## src/design/shs_pkg.sv

```systemverilog
// ---------------------------------------------------------------------------
// shs_pkg
// constants, tables and controller/datapath interface types of the hash block
// ---------------------------------------------------------------------------
package shs_pkg;

  localparam int BLOCK_BITS   = 512;
  localparam int WORD_BITS    = 32;
  localparam int DIGEST_WORDS = 8;
  localparam int ROUNDS       = 64;
  localparam int FILL_BITS    = 6;
  localparam int COUNT_BITS   = 61;
  localparam int ROUND_BITS   = 6;
  localparam int INDEX_BITS   = 3;

  localparam logic [7:0] PAD_MARK = 8'h80;
  // the length field starts at byte position 56 of the closing block
  localparam logic [2:0] LEN_FIELD_HI = 3'b111;

  typedef logic [WORD_BITS-1:0] word_t;

  localparam word_t ROUND_K [ROUNDS] = '{
    32'h428a2f98, 32'h71374491, 32'hb5c0fbcf, 32'he9b5dba5,
    32'h3956c25b, 32'h59f111f1, 32'h923f82a4, 32'hab1c5ed5,
    32'hd807aa98, 32'h12835b01, 32'h243185be, 32'h550c7dc3,
    32'h72be5d74, 32'h80deb1fe, 32'h9bdc06a7, 32'hc19bf174,
    32'he49b69c1, 32'hefbe4786, 32'h0fc19dc6, 32'h240ca1cc,
    32'h2de92c6f, 32'h4a7484aa, 32'h5cb0a9dc, 32'h76f988da,
    32'h983e5152, 32'ha831c66d, 32'hb00327c8, 32'hbf597fc7,
    32'hc6e00bf3, 32'hd5a79147, 32'h06ca6351, 32'h14292967,
    32'h27b70a85, 32'h2e1b2138, 32'h4d2c6dfc, 32'h53380d13,
    32'h650a7354, 32'h766a0abb, 32'h81c2c92e, 32'h92722c85,
    32'ha2bfe8a1, 32'ha81a664b, 32'hc24b8b70, 32'hc76c51a3,
    32'hd192e819, 32'hd6990624, 32'hf40e3585, 32'h106aa070,
    32'h19a4c116, 32'h1e376c08, 32'h2748774c, 32'h34b0bcb5,
    32'h391c0cb3, 32'h4ed8aa4a, 32'h5b9cca4f, 32'h682e6ff3,
    32'h748f82ee, 32'h78a5636f, 32'h84c87814, 32'h8cc70208,
    32'h90befffa, 32'ha4506ceb, 32'hbef9a3f7, 32'hc67178f2
  };

  localparam word_t INIT_HASH [DIGEST_WORDS] = '{
    32'h6a09e667, 32'hbb67ae85, 32'h3c6ef372, 32'ha54ff53a,
    32'h510e527f, 32'h9b05688c, 32'h1f83d9ab, 32'h5be0cd19
  };

  // commands from the controller to the datapath
  typedef struct packed {
    logic                  shift_byte;  // take the input byte into the block
    logic                  shift_pad;   // take one padding byte into the block
    logic                  pad_first;   // padding byte is the 0x80 mark
    logic                  len_phase;   // length field belongs to this block
    logic                  load_v;      // working vars from chain words
    logic                  round;       // one compression round
    logic [ROUND_BITS-1:0] round_idx;
    logic                  add_chain;   // fold working vars into chain
    logic                  load_out;    // digest to output buffer, restart
    logic                  shift_out;   // next digest word to the port
  } shs_cmd_t;

  // status from the datapath to the controller
  typedef struct packed {
    logic [FILL_BITS-1:0] fill;
    logic                 fill_last;    // next byte completes the block
  } shs_stat_t;

  function automatic word_t rotr(input word_t x, input int n);
    return (x >> n) | (x << (WORD_BITS - n));
  endfunction

endpackage

```

## src/design/shs_ctrl.sv

```systemverilog
// ---------------------------------------------------------------------------
// shs_ctrl
// sequencer: byte intake, padding, compression rounds and digest handoff
// ---------------------------------------------------------------------------
module shs_ctrl (
  input  logic                          clk,
  input  logic                          rst_n,
  input  logic                          in_valid,
  input  logic                          in_byte_present,
  input  logic                          in_last_byte,
  output logic                          in_ready,
  input  logic                          out_ready,
  output logic                          out_valid,
  output logic [shs_pkg::INDEX_BITS-1:0] out_word_index,
  output logic                          out_last_word,
  input  shs_pkg::shs_stat_t            stat,
  output shs_pkg::shs_cmd_t             cmd
);
  import shs_pkg::*;

  typedef enum logic [5:0] {
    S_IDLE  = 6'b000001,
    S_PAD   = 6'b000010,
    S_LOADV = 6'b000100,
    S_ROUND = 6'b001000,
    S_ADD   = 6'b010000,
    S_DONE  = 6'b100000
  } state_t;

  localparam logic [ROUND_BITS-1:0] LAST_ROUND = ROUND_BITS'(ROUNDS - 1);
  localparam logic [INDEX_BITS-1:0] LAST_INDEX = INDEX_BITS'(DIGEST_WORDS - 1);

  state_t                state_r, state_nxt;
  logic [ROUND_BITS-1:0] rnd_r, rnd_nxt;
  logic                  pend_r, pend_nxt;     // closing in progress
  logic                  first_r, first_nxt;   // 0x80 mark still due
  logic                  len_ok_r, len_ok_nxt; // current block takes the length
  logic                  final_r, final_nxt;   // running the closing block
  logic                  oval_r, oval_nxt;
  logic [INDEX_BITS-1:0] oidx_r, oidx_nxt;
  logic                  in_acc;
  logic                  out_acc;

  assign in_ready       = (state_r == S_IDLE);
  assign in_acc         = in_valid && in_ready;
  assign out_valid      = oval_r;
  assign out_word_index = oidx_r;
  assign out_last_word  = (oidx_r == LAST_INDEX);
  assign out_acc        = oval_r && out_ready;

  always_comb begin
    state_nxt     = state_r;
    rnd_nxt       = rnd_r;
    pend_nxt      = pend_r;
    first_nxt     = first_r;
    len_ok_nxt    = len_ok_r;
    final_nxt     = final_r;
    oval_nxt      = oval_r;
    oidx_nxt      = oidx_r;
    cmd           = '0;
    cmd.round_idx = rnd_r;
    cmd.pad_first = first_r;
    cmd.len_phase = len_ok_r;

    if (out_acc) begin
      cmd.shift_out = 1'b1;
      oidx_nxt      = oidx_r + 1'b1;
      if (oidx_r == LAST_INDEX) begin
        oval_nxt = 1'b0;
      end
    end

    case (state_r)
      S_IDLE: begin
        if (in_acc) begin
          cmd.shift_byte = in_byte_present;
          if (in_last_byte) begin
            pend_nxt   = 1'b1;
            first_nxt  = 1'b1;
            len_ok_nxt = 1'b0;
            final_nxt  = 1'b0;
          end
          if (in_byte_present && stat.fill_last) begin
            state_nxt = S_LOADV;
          end else if (in_last_byte) begin
            state_nxt = S_PAD;
          end
        end
      end
      S_PAD: begin
        cmd.shift_pad = 1'b1;
        first_nxt     = 1'b0;
        if (first_r && (stat.fill[FILL_BITS-1 -: 3] != LEN_FIELD_HI)) begin
          len_ok_nxt = 1'b1;
        end
        if (stat.fill_last) begin
          final_nxt = len_ok_r;
          state_nxt = S_LOADV;
        end
      end
      S_LOADV: begin
        cmd.load_v = 1'b1;
        rnd_nxt    = '0;
        state_nxt  = S_ROUND;
      end
      S_ROUND: begin
        cmd.round = 1'b1;
        rnd_nxt   = rnd_r + 1'b1;
        if (rnd_r == LAST_ROUND) begin
          state_nxt = S_ADD;
        end
      end
      S_ADD: begin
        cmd.add_chain = 1'b1;
        if (final_r) begin
          state_nxt = S_DONE;
        end else if (pend_r) begin
          len_ok_nxt = 1'b1;
          state_nxt  = S_PAD;
        end else begin
          state_nxt = S_IDLE;
        end
      end
      S_DONE: begin
        if (!oval_r) begin
          cmd.load_out = 1'b1;
          pend_nxt     = 1'b0;
          final_nxt    = 1'b0;
          oval_nxt     = 1'b1;
          oidx_nxt     = '0;
          state_nxt    = S_IDLE;
        end
      end
      default: begin
        state_nxt = S_IDLE;
      end
    endcase
  end

  always_ff @(posedge clk) begin
    if (!rst_n) begin
      state_r  <= S_IDLE;
      rnd_r    <= '0;
      pend_r   <= 1'b0;
      first_r  <= 1'b0;
      len_ok_r <= 1'b0;
      final_r  <= 1'b0;
      oval_r   <= 1'b0;
      oidx_r   <= '0;
    end else begin
      state_r  <= state_nxt;
      rnd_r    <= rnd_nxt;
      pend_r   <= pend_nxt;
      first_r  <= first_nxt;
      len_ok_r <= len_ok_nxt;
      final_r  <= final_nxt;
      oval_r   <= oval_nxt;
      oidx_r   <= oidx_nxt;
    end
  end

endmodule

```

## src/design/shs_dp.sv

```systemverilog
// ---------------------------------------------------------------------------
// shs_dp
// block window, message schedule, round unit, chain words and digest buffer
// ---------------------------------------------------------------------------
module shs_dp (
  input  logic               clk,
  input  logic               rst_n,
  input  logic [7:0]         in_data_byte,
  input  shs_pkg::shs_cmd_t  cmd,
  output shs_pkg::shs_stat_t stat,
  output shs_pkg::word_t     out_digest_word
);
  import shs_pkg::*;

  // block bytes shift in at the bottom; during rounds the top word is w[t]
  logic [BLOCK_BITS-1:0] blk_r, blk_nxt;
  logic [FILL_BITS-1:0]  fill_r;
  logic [COUNT_BITS-1:0] count_r;
  word_t                 chain_r [DIGEST_WORDS];
  word_t                 v_r     [DIGEST_WORDS];
  word_t                 dig_r   [DIGEST_WORDS];

  word_t                 w0, w1, w9, w14, w_new;
  word_t                 s0, s1, big0, big1, ch, maj, t1, t2;
  logic [63:0]           len_bits;
  logic [7:0]            pad_byte;

  assign stat.fill      = fill_r;
  assign stat.fill_last = (fill_r == {FILL_BITS{1'b1}});
  assign out_digest_word = dig_r[0];

  // padding byte: mark, zeros, or big-endian bit length in the last eight
  assign len_bits = {count_r, 3'b000};
  always_comb begin
    if (cmd.pad_first) begin
      pad_byte = PAD_MARK;
    end else if (cmd.len_phase && (fill_r[FILL_BITS-1 -: 3] == LEN_FIELD_HI)) begin
      pad_byte = len_bits[{~fill_r[2:0], 3'b000} +: 8];
    end else begin
      pad_byte = 8'h00;
    end
  end

  // message schedule
  assign w0    = blk_r[BLOCK_BITS-1 -: WORD_BITS];
  assign w1    = blk_r[BLOCK_BITS-1*WORD_BITS-1 -: WORD_BITS];
  assign w9    = blk_r[BLOCK_BITS-9*WORD_BITS-1 -: WORD_BITS];
  assign w14   = blk_r[BLOCK_BITS-14*WORD_BITS-1 -: WORD_BITS];
  assign s0    = rotr(w1, 7) ^ rotr(w1, 18) ^ (w1 >> 3);
  assign s1    = rotr(w14, 17) ^ rotr(w14, 19) ^ (w14 >> 10);
  assign w_new = w0 + s0 + w9 + s1;

  // round function
  assign big1 = rotr(v_r[4], 6) ^ rotr(v_r[4], 11) ^ rotr(v_r[4], 25);
  assign ch   = (v_r[4] & v_r[5]) ^ (~v_r[4] & v_r[6]);
  assign t1   = v_r[7] + big1 + ch + ROUND_K[cmd.round_idx] + w0;
  assign big0 = rotr(v_r[0], 2) ^ rotr(v_r[0], 13) ^ rotr(v_r[0], 22);
  assign maj  = (v_r[0] & v_r[1]) ^ (v_r[0] & v_r[2]) ^ (v_r[1] & v_r[2]);
  assign t2   = big0 + maj;

  always_comb begin
    blk_nxt = blk_r;
    if (cmd.shift_byte) begin
      blk_nxt = {blk_r[BLOCK_BITS-9:0], in_data_byte};
    end else if (cmd.shift_pad) begin
      blk_nxt = {blk_r[BLOCK_BITS-9:0], pad_byte};
    end else if (cmd.round) begin
      blk_nxt = {blk_r[BLOCK_BITS-WORD_BITS-1:0], w_new};
    end
  end

  always_ff @(posedge clk) begin
    blk_r <= blk_nxt;
    if (cmd.load_v) begin
      for (int i = 0; i < DIGEST_WORDS; i++) begin
        v_r[i] <= chain_r[i];
      end
    end else if (cmd.round) begin
      v_r[0] <= t1 + t2;
      v_r[1] <= v_r[0];
      v_r[2] <= v_r[1];
      v_r[3] <= v_r[2];
      v_r[4] <= v_r[3] + t1;
      v_r[5] <= v_r[4];
      v_r[6] <= v_r[5];
      v_r[7] <= v_r[6];
    end
    if (cmd.load_out) begin
      for (int i = 0; i < DIGEST_WORDS; i++) begin
        dig_r[i] <= chain_r[i];
      end
    end else if (cmd.shift_out) begin
      for (int i = 0; i < DIGEST_WORDS - 1; i++) begin
        dig_r[i] <= dig_r[i+1];
      end
    end
  end

  always_ff @(posedge clk) begin
    if (!rst_n) begin
      fill_r  <= '0;
      count_r <= '0;
      for (int i = 0; i < DIGEST_WORDS; i++) begin
        chain_r[i] <= INIT_HASH[i];
      end
    end else begin
      if (cmd.load_out) begin
        fill_r  <= '0;
        count_r <= '0;
      end else begin
        if (cmd.shift_byte || cmd.shift_pad) begin
          fill_r <= fill_r + 1'b1;
        end
        if (cmd.shift_byte) begin
          count_r <= count_r + 1'b1;
        end
      end
      for (int i = 0; i < DIGEST_WORDS; i++) begin
        if (cmd.load_out) begin
          chain_r[i] <= INIT_HASH[i];
        end else if (cmd.add_chain) begin
          chain_r[i] <= chain_r[i] + v_r[i];
        end
      end
    end
  end

endmodule

```

## src/design/sha256_stream_hash.sv

```systemverilog
// ---------------------------------------------------------------------------
// sha256_stream_hash
// streaming sha-256: message bytes in, eight-word digest out
// ---------------------------------------------------------------------------
// input channel: one word per handshake carries a byte (in_data_byte, valid
//   when in_byte_present) and an end-of-message flag (in_last_byte); a word
//   with no byte and the end flag closes a message, empty messages included
// output channel: eight words per message, digest word 0 first, with
//   out_word_index 0..7 and out_last_word on the eighth
// intake: each 64th byte starts a compression (load, 64 rounds on the
//   single round unit, chain add), and no input is taken until it is done
// closing: one padding byte per cycle up to the block end, one or two
//   compressions, then the digest moves to the output buffer and the chain
//   reloads the initial hash values
// in_ready is high only while the sequencer is idle
// output stall: the digest sits in its own buffer, so the next message is
//   taken while words drain; a second digest waits until the buffer is empty
// reset: synchronous, active low; clears fill, byte count and all control,
//   loads the initial hash values; no clearing pass is needed
// ---------------------------------------------------------------------------
module sha256_stream_hash (
  input  logic                           clk,
  input  logic                           rst_n,
  input  logic                           in_valid,
  output logic                           in_ready,
  input  logic [7:0]                     in_data_byte,
  input  logic                           in_byte_present,
  input  logic                           in_last_byte,
  output logic                           out_valid,
  input  logic                           out_ready,
  output logic [31:0]                    out_digest_word,
  output logic [shs_pkg::INDEX_BITS-1:0] out_word_index,
  output logic                           out_last_word
);
  import shs_pkg::*;

  // control and status between sequencer and datapath
  shs_cmd_t  cmd;
  shs_stat_t stat;

  // sequencer: intake, padding steps, round counter, output handshake
  shs_ctrl u_ctrl (
    .clk             (clk),
    .rst_n           (rst_n),
    .in_valid        (in_valid),
    .in_byte_present (in_byte_present),
    .in_last_byte    (in_last_byte),
    .in_ready        (in_ready),
    .out_ready       (out_ready),
    .out_valid       (out_valid),
    .out_word_index  (out_word_index),
    .out_last_word   (out_last_word),
    .stat            (stat),
    .cmd             (cmd)
  );

  // datapath: block window doubles as the message schedule
  shs_dp u_dp (
    .clk             (clk),
    .rst_n           (rst_n),
    .in_data_byte    (in_data_byte),
    .cmd             (cmd),
    .stat            (stat),
    .out_digest_word (out_digest_word)
  );

endmodule

```

## config.mk

```make
export PLATFORM = sky130hd
export DESIGN_NAME = sha256_stream_hash
export DESIGN_NICKNAME = d
export VERILOG_FILES = /design/src/design/shs_pkg.sv /design/src/design/shs_ctrl.sv /design/src/design/shs_dp.sv /design/src/design/sha256_stream_hash.sv
export SDC_FILE = /design/constraint.sdc
export NUM_CORES = 2
export LEC_CHECK = 0
export BUFFER_PORTS_ARGS = -buffer_cell sky130_fd_sc_hd__buf_2
export CAP_MARGIN = 40
export CORE_UTILIZATION = 60
export CTS_CLUSTER_DIAMETER = 60
export DETAILED_ROUTE_END_ITERATION = 8
export PLACE_DENSITY_LB_ADDON = 0.25
export SLEW_MARGIN = 20
export SYNTH_ARGS = -nofsm -noshare
export SYNTH_HDL_FRONTEND = slang
export SYNTH_SLANG_ARGS = --single-unit
```

## constraint.sdc

```tcl
create_clock -name clk -period 44.8 [get_ports clk]
set_input_delay 8.96 -clock clk [delete_from_list [all_inputs] [get_ports clk]]
set_output_delay 8.96 -clock clk [all_outputs]
set_load 0.05 [all_outputs]
```

==> flow_summary.yaml <==
status:
  status: "complete, no violations"
timing:
  worst-slew-pin-transition_ns: 1.20
  finClkSkew_ns: 0.0361
  finalSetupViolCount: 0
  fin_hold_ws_ns: 0.461
  fmax_mhz: 80.3
  slew_violations: 0
  setup_ws_ns: 32.35
  finalCritPeriodShare_pct: 27.8
  hold_viol_final: 0
  min_period_ns: 12.45
  rsz0062_at_grt: "no"
  slew_headroom_pct: 19.9
  tns_ns: 0
clock_network:
  cts_buffer_depth: 3
  post_cts_buffers: 0
  cts_root_buffer: "clkbuf_16"
  clock-sinks: 1367
  cts_hold_buf: 0
  cts_buffers: 152
  cts-resized-gates: 0
  clk_pin_slew_worst_paths_ns: 0.07
  htree_levels: 4
  clk_latency_ns: 0.82
  cts_tree: "done"
global_route:
  antenna_found_initial: 2
  grt_usage_pct: 34.2
  grt_pass1_wl_mm: 367
  grt_max_degree: 257
  grt.overflow.total: 0
  grt_pass1_vias: 60800
setup_path:
  cp-end-kind: "flip-flop"
  critPathArrivalTime_ns: 13.10
  critPathKind: "in -> reg"
  path_max_fanout: 87
  worstSetupStartpointType: "input pin"
  r2r_cells: 41
  critPathLaunch: "in_valid"
  cp.required_ns: 45.45
  regToRegEndpoint: "u_dp.v_r[0][30]"
  r2r-start: "u_ctrl.rnd_r[0]"
  r2r_slack_ns: 33.43
floorplanning:
  rows: 136
  io_pins: 52
  design.die.area_sq_um: 141000
  die_w_um: 376
  die_h_um: 376
  core_sq_um: 138000
  initial_core_util_pct: 60.7
placed_design:
  dp_slack_ns: 31.01
  finalWeightedCongestion: 0.992
  postPlaceCellArea_sq_um: 85600
  port_buffers: 51
  dpl.cell_count: 9848
  dp_hpwl_mm: 172
power_and_ir_drop:
  p_int_mw: 3.54
  power_frac_comb_pct: 49.6
  p_sw_mw: 2.59
  sw_frac_of_total_pct: 42.3
  p_seq_share_pct: 30.4
  ir_drop_uv: 103
  finalPower_mw: 6.13
  power.density_nw_per_um2: 67.7
  p_leak_nw: 36.6
  pwr-share-clk_pct: 20.1
layout:
  layout-drive-gt1-share_pct: 9.32
  finalCoreUtilization_pct: 65.6
  n_antenna_cell: 0
  syn_to_final_growth_pct: 8.20
  final_area_sq_um: 90600
  nets: 8751
  final_cells: 10100
logic_synthesis:
  ys.flop_type: "edfxtp_1"
  netlist_instances: 8283
  synth_seq_cells: 1367
  ys_types: 99
  ys_seq_area_share_pct: 48.0
  syn_area_per_cell_sq_um: 10.1
  synthesis.nets: 8887
  syn_area_sq_um: 83700
  synth_warnings: 0
  async_reset_ff_share_pct: 0
  synth_enable_flop_cells: 1280
worst_hold_path:
  hold_depth: 0
  hold_path.class: "reg -> reg"
  holdPathEnd: "u_dp.dig_r[1][115]"
  hp-start: "u_dp.chain_r[1][115]"
route:
  drt-total-wl_mm: 242
  wl_per_cell_um: 23.9
  vias_per_cell: 6.15
  dr.pass1.iters: 8
  drtAntennaViolNets: 0
  initialDrtViolationCount: 6505
  route.detailed.drc: 0
  dr_total_vias: 62300
flow_run:
  drv_cap: 0
[layout by cell type, fill, tap and decap left out, drive strengths merged, types with 21 or more instances in the layout]
cell type / synthesis / layout
xor2: 244 / 244
edfxtp: 1280 / 1280
inv: 356 / 366
o21a: 48 / 48
a211oi: 44 / 44
nand3: 91 / 91
o211ai: 37 / 37
o21bai: 56 / 56
nor3: 76 / 76
nor2: 360 / 360
o21ai: 376 / 376
o31ai: 32 / 32
and2: 21 / 21
ha: 395 / 395
fa: 195 / 195
buf: 85 / 164
a21o: 199 / 199
dfxtp: 87 / 87
mux2i: 39 / 39
and3: 48 / 48
clkinv: 3 / 62
a31oi: 42 / 42
or3: 31 / 31
nand4: 27 / 27
xnor2: 382 / 382
nand2: 2271 / 2271
nor2b: 69 / 69
mux2: 295 / 295
clkbuf: 369 / 185
nand2b: 80 / 80
a21oi: 377 / 377
[critical path, cell delays in order]
cell and delay [ns]:
buf_2 0.12, and3_1 0.33, nor2_4 0.26, buf_12 0.23
buf_4 0.19, buf_16 0.29, buf_4 0.70, buf_4 0.64
buf_12 0.29, buf_4 0.33, buf_16 0.30, nand2_1 0.12
nand2_1 0.09
[state kept, by name (all words and copies together), names as in the netlist]
| signal | flops |
|---|---|
| u_ctrl.first_r | 1 |
| u_dp.fill_r | 6 |
| u_dp.blk_r | 512 |
| u_ctrl.final_r | 1 |
| u_ctrl.out_word_index | 3 |
| u_dp.dig_r | 256 |
| u_ctrl.len_ok_r | 1 |
| u_ctrl.state_r | 6 |
| u_ctrl.out_valid | 1 |
| u_ctrl.rnd_r | 6 |
| u_dp.v_r | 256 |
| u_dp.count_r | 61 |
| u_dp.chain_r | 256 |
| u_ctrl.pend_r | 1 |
[area by class of cell]
class                           count  area, sq um
Clock buffer                      185         4010
Clock inverter                     88          788
Fill cell                       10700        47400
Inverter                          359         1360
Multi-Input combinational cell   6103        40400
Sequential cell                  1367        40200
Tap cell                         1863         2330
Timing Repair Buffer              164         1490
[synthesized netlist by cell type, types with 8 or more instances]
cell | count | area, sq um
o21ai_0 | 361 | 1810
clkbuf_1 | 369 | 1390
o22ai_1 | 12 | 75.1
xnor2_1 | 382 | 3350
mux2_2 | 295 | 3320
a311oi_1 | 15 | 131
or3_1 | 31 | 194
a21oi_1 | 375 | 1880
o21ai_1 | 15 | 75.1
dfxtp_1 | 87 | 1740
nor2_1 | 358 | 1340
mux2i_1 | 39 | 390
a221oi_1 | 12 | 105
o211ai_1 | 37 | 278
nor4_1 | 9 | 56.3
a211o_1 | 14 | 123
and3_1 | 47 | 294
nand3_1 | 87 | 435
o21a_1 | 48 | 360
a21boi_0 | 11 | 82.6
ha_1 | 395 | 4940
or2_2 | 19 | 119
nand4_1 | 25 | 156
edfxtp_1 | 1280 | 38400
o311ai_0 | 8 | 70.1
a21o_1 | 199 | 1490
a31oi_1 | 42 | 263
xor2_1 | 244 | 2140
nor3b_1 | 11 | 82.6
fa_1 | 195 | 3900
nand2_1 | 2271 | 8520
inv_1 | 356 | 1340
buf_4 | 33 | 248
nor3_1 | 72 | 360
and2_1 | 21 | 131
o31a_1 | 10 | 87.6
nand2b_1 | 80 | 500
nor2b_1 | 69 | 432
mux4_2 | 19 | 428
o31ai_1 | 31 | 233
buf_1 | 46 | 173
o21bai_1 | 56 | 420
a2111oi_0 | 11 | 96.3
a211oi_1 | 43 | 323
[layer usage]
| layer | routed length, um | GRT usage, % | vias up |
|---|---|---|---|
| met3 | 21500 | 6.67 | 516 |
| met5 | 13 | 0 | - |
| met2 | 111000 | 54.0 | 2789 |
| li1 | - | - | 28400 |
| met1 | 99200 | 46.2 | 30600 |
| met4 | 10800 | 14.8 | 2 |
[cells by family (layout without fill, tap and decap cells)]
logic type / after synthesis / count (layout) / share of synthesized area (%)
adders and majority gates: 593 / 593 / 10.6
and+or+nand+nor: 3142 / 3142 / 15.6
AOI/OAI and AO/OA: 1389 / 1389 / 10.5
muxes: 353 / 353 / 4.95
DFF: 1367 / 1367 / 48.0
buffers and inverters: 813 / 796 / 3.81
xor gates and xnor gates: 626 / 626 / 6.55
[worst max path at each step]
stage / depth (start not counted) / endpoint
floorplan: 6 / u_dp.blk_r[0]
global placement: 9 / u_dp.blk_r[363]
detailed placement: 11 / u_dp.blk_r[420]
CTS: 11 / u_dp.blk_r[347]
global route: 13 / u_dp.blk_r[347]
finish: 13 / u_dp.blk_r[347]
[power groups by stage]
| stage | clock (mW) | combinational, mW | sequential [mW] |
|---|---|---|---|
| 4_1_cts | 1.24 | 2.97 | 1.86 |
| 6_report | 1.23 | 3.04 | 1.86 |
| 5_1_grt | 1.28 | 3.31 | 1.87 |
| 3_3_place_gp | 0 | 2.90 | 1.88 |
| 2_1_floorplan | 0 | 2.10 | 1.86 |
| 3_5_place_dp | 0 | 2.93 | 1.88 |
Power figures use the tool's default switching activity.
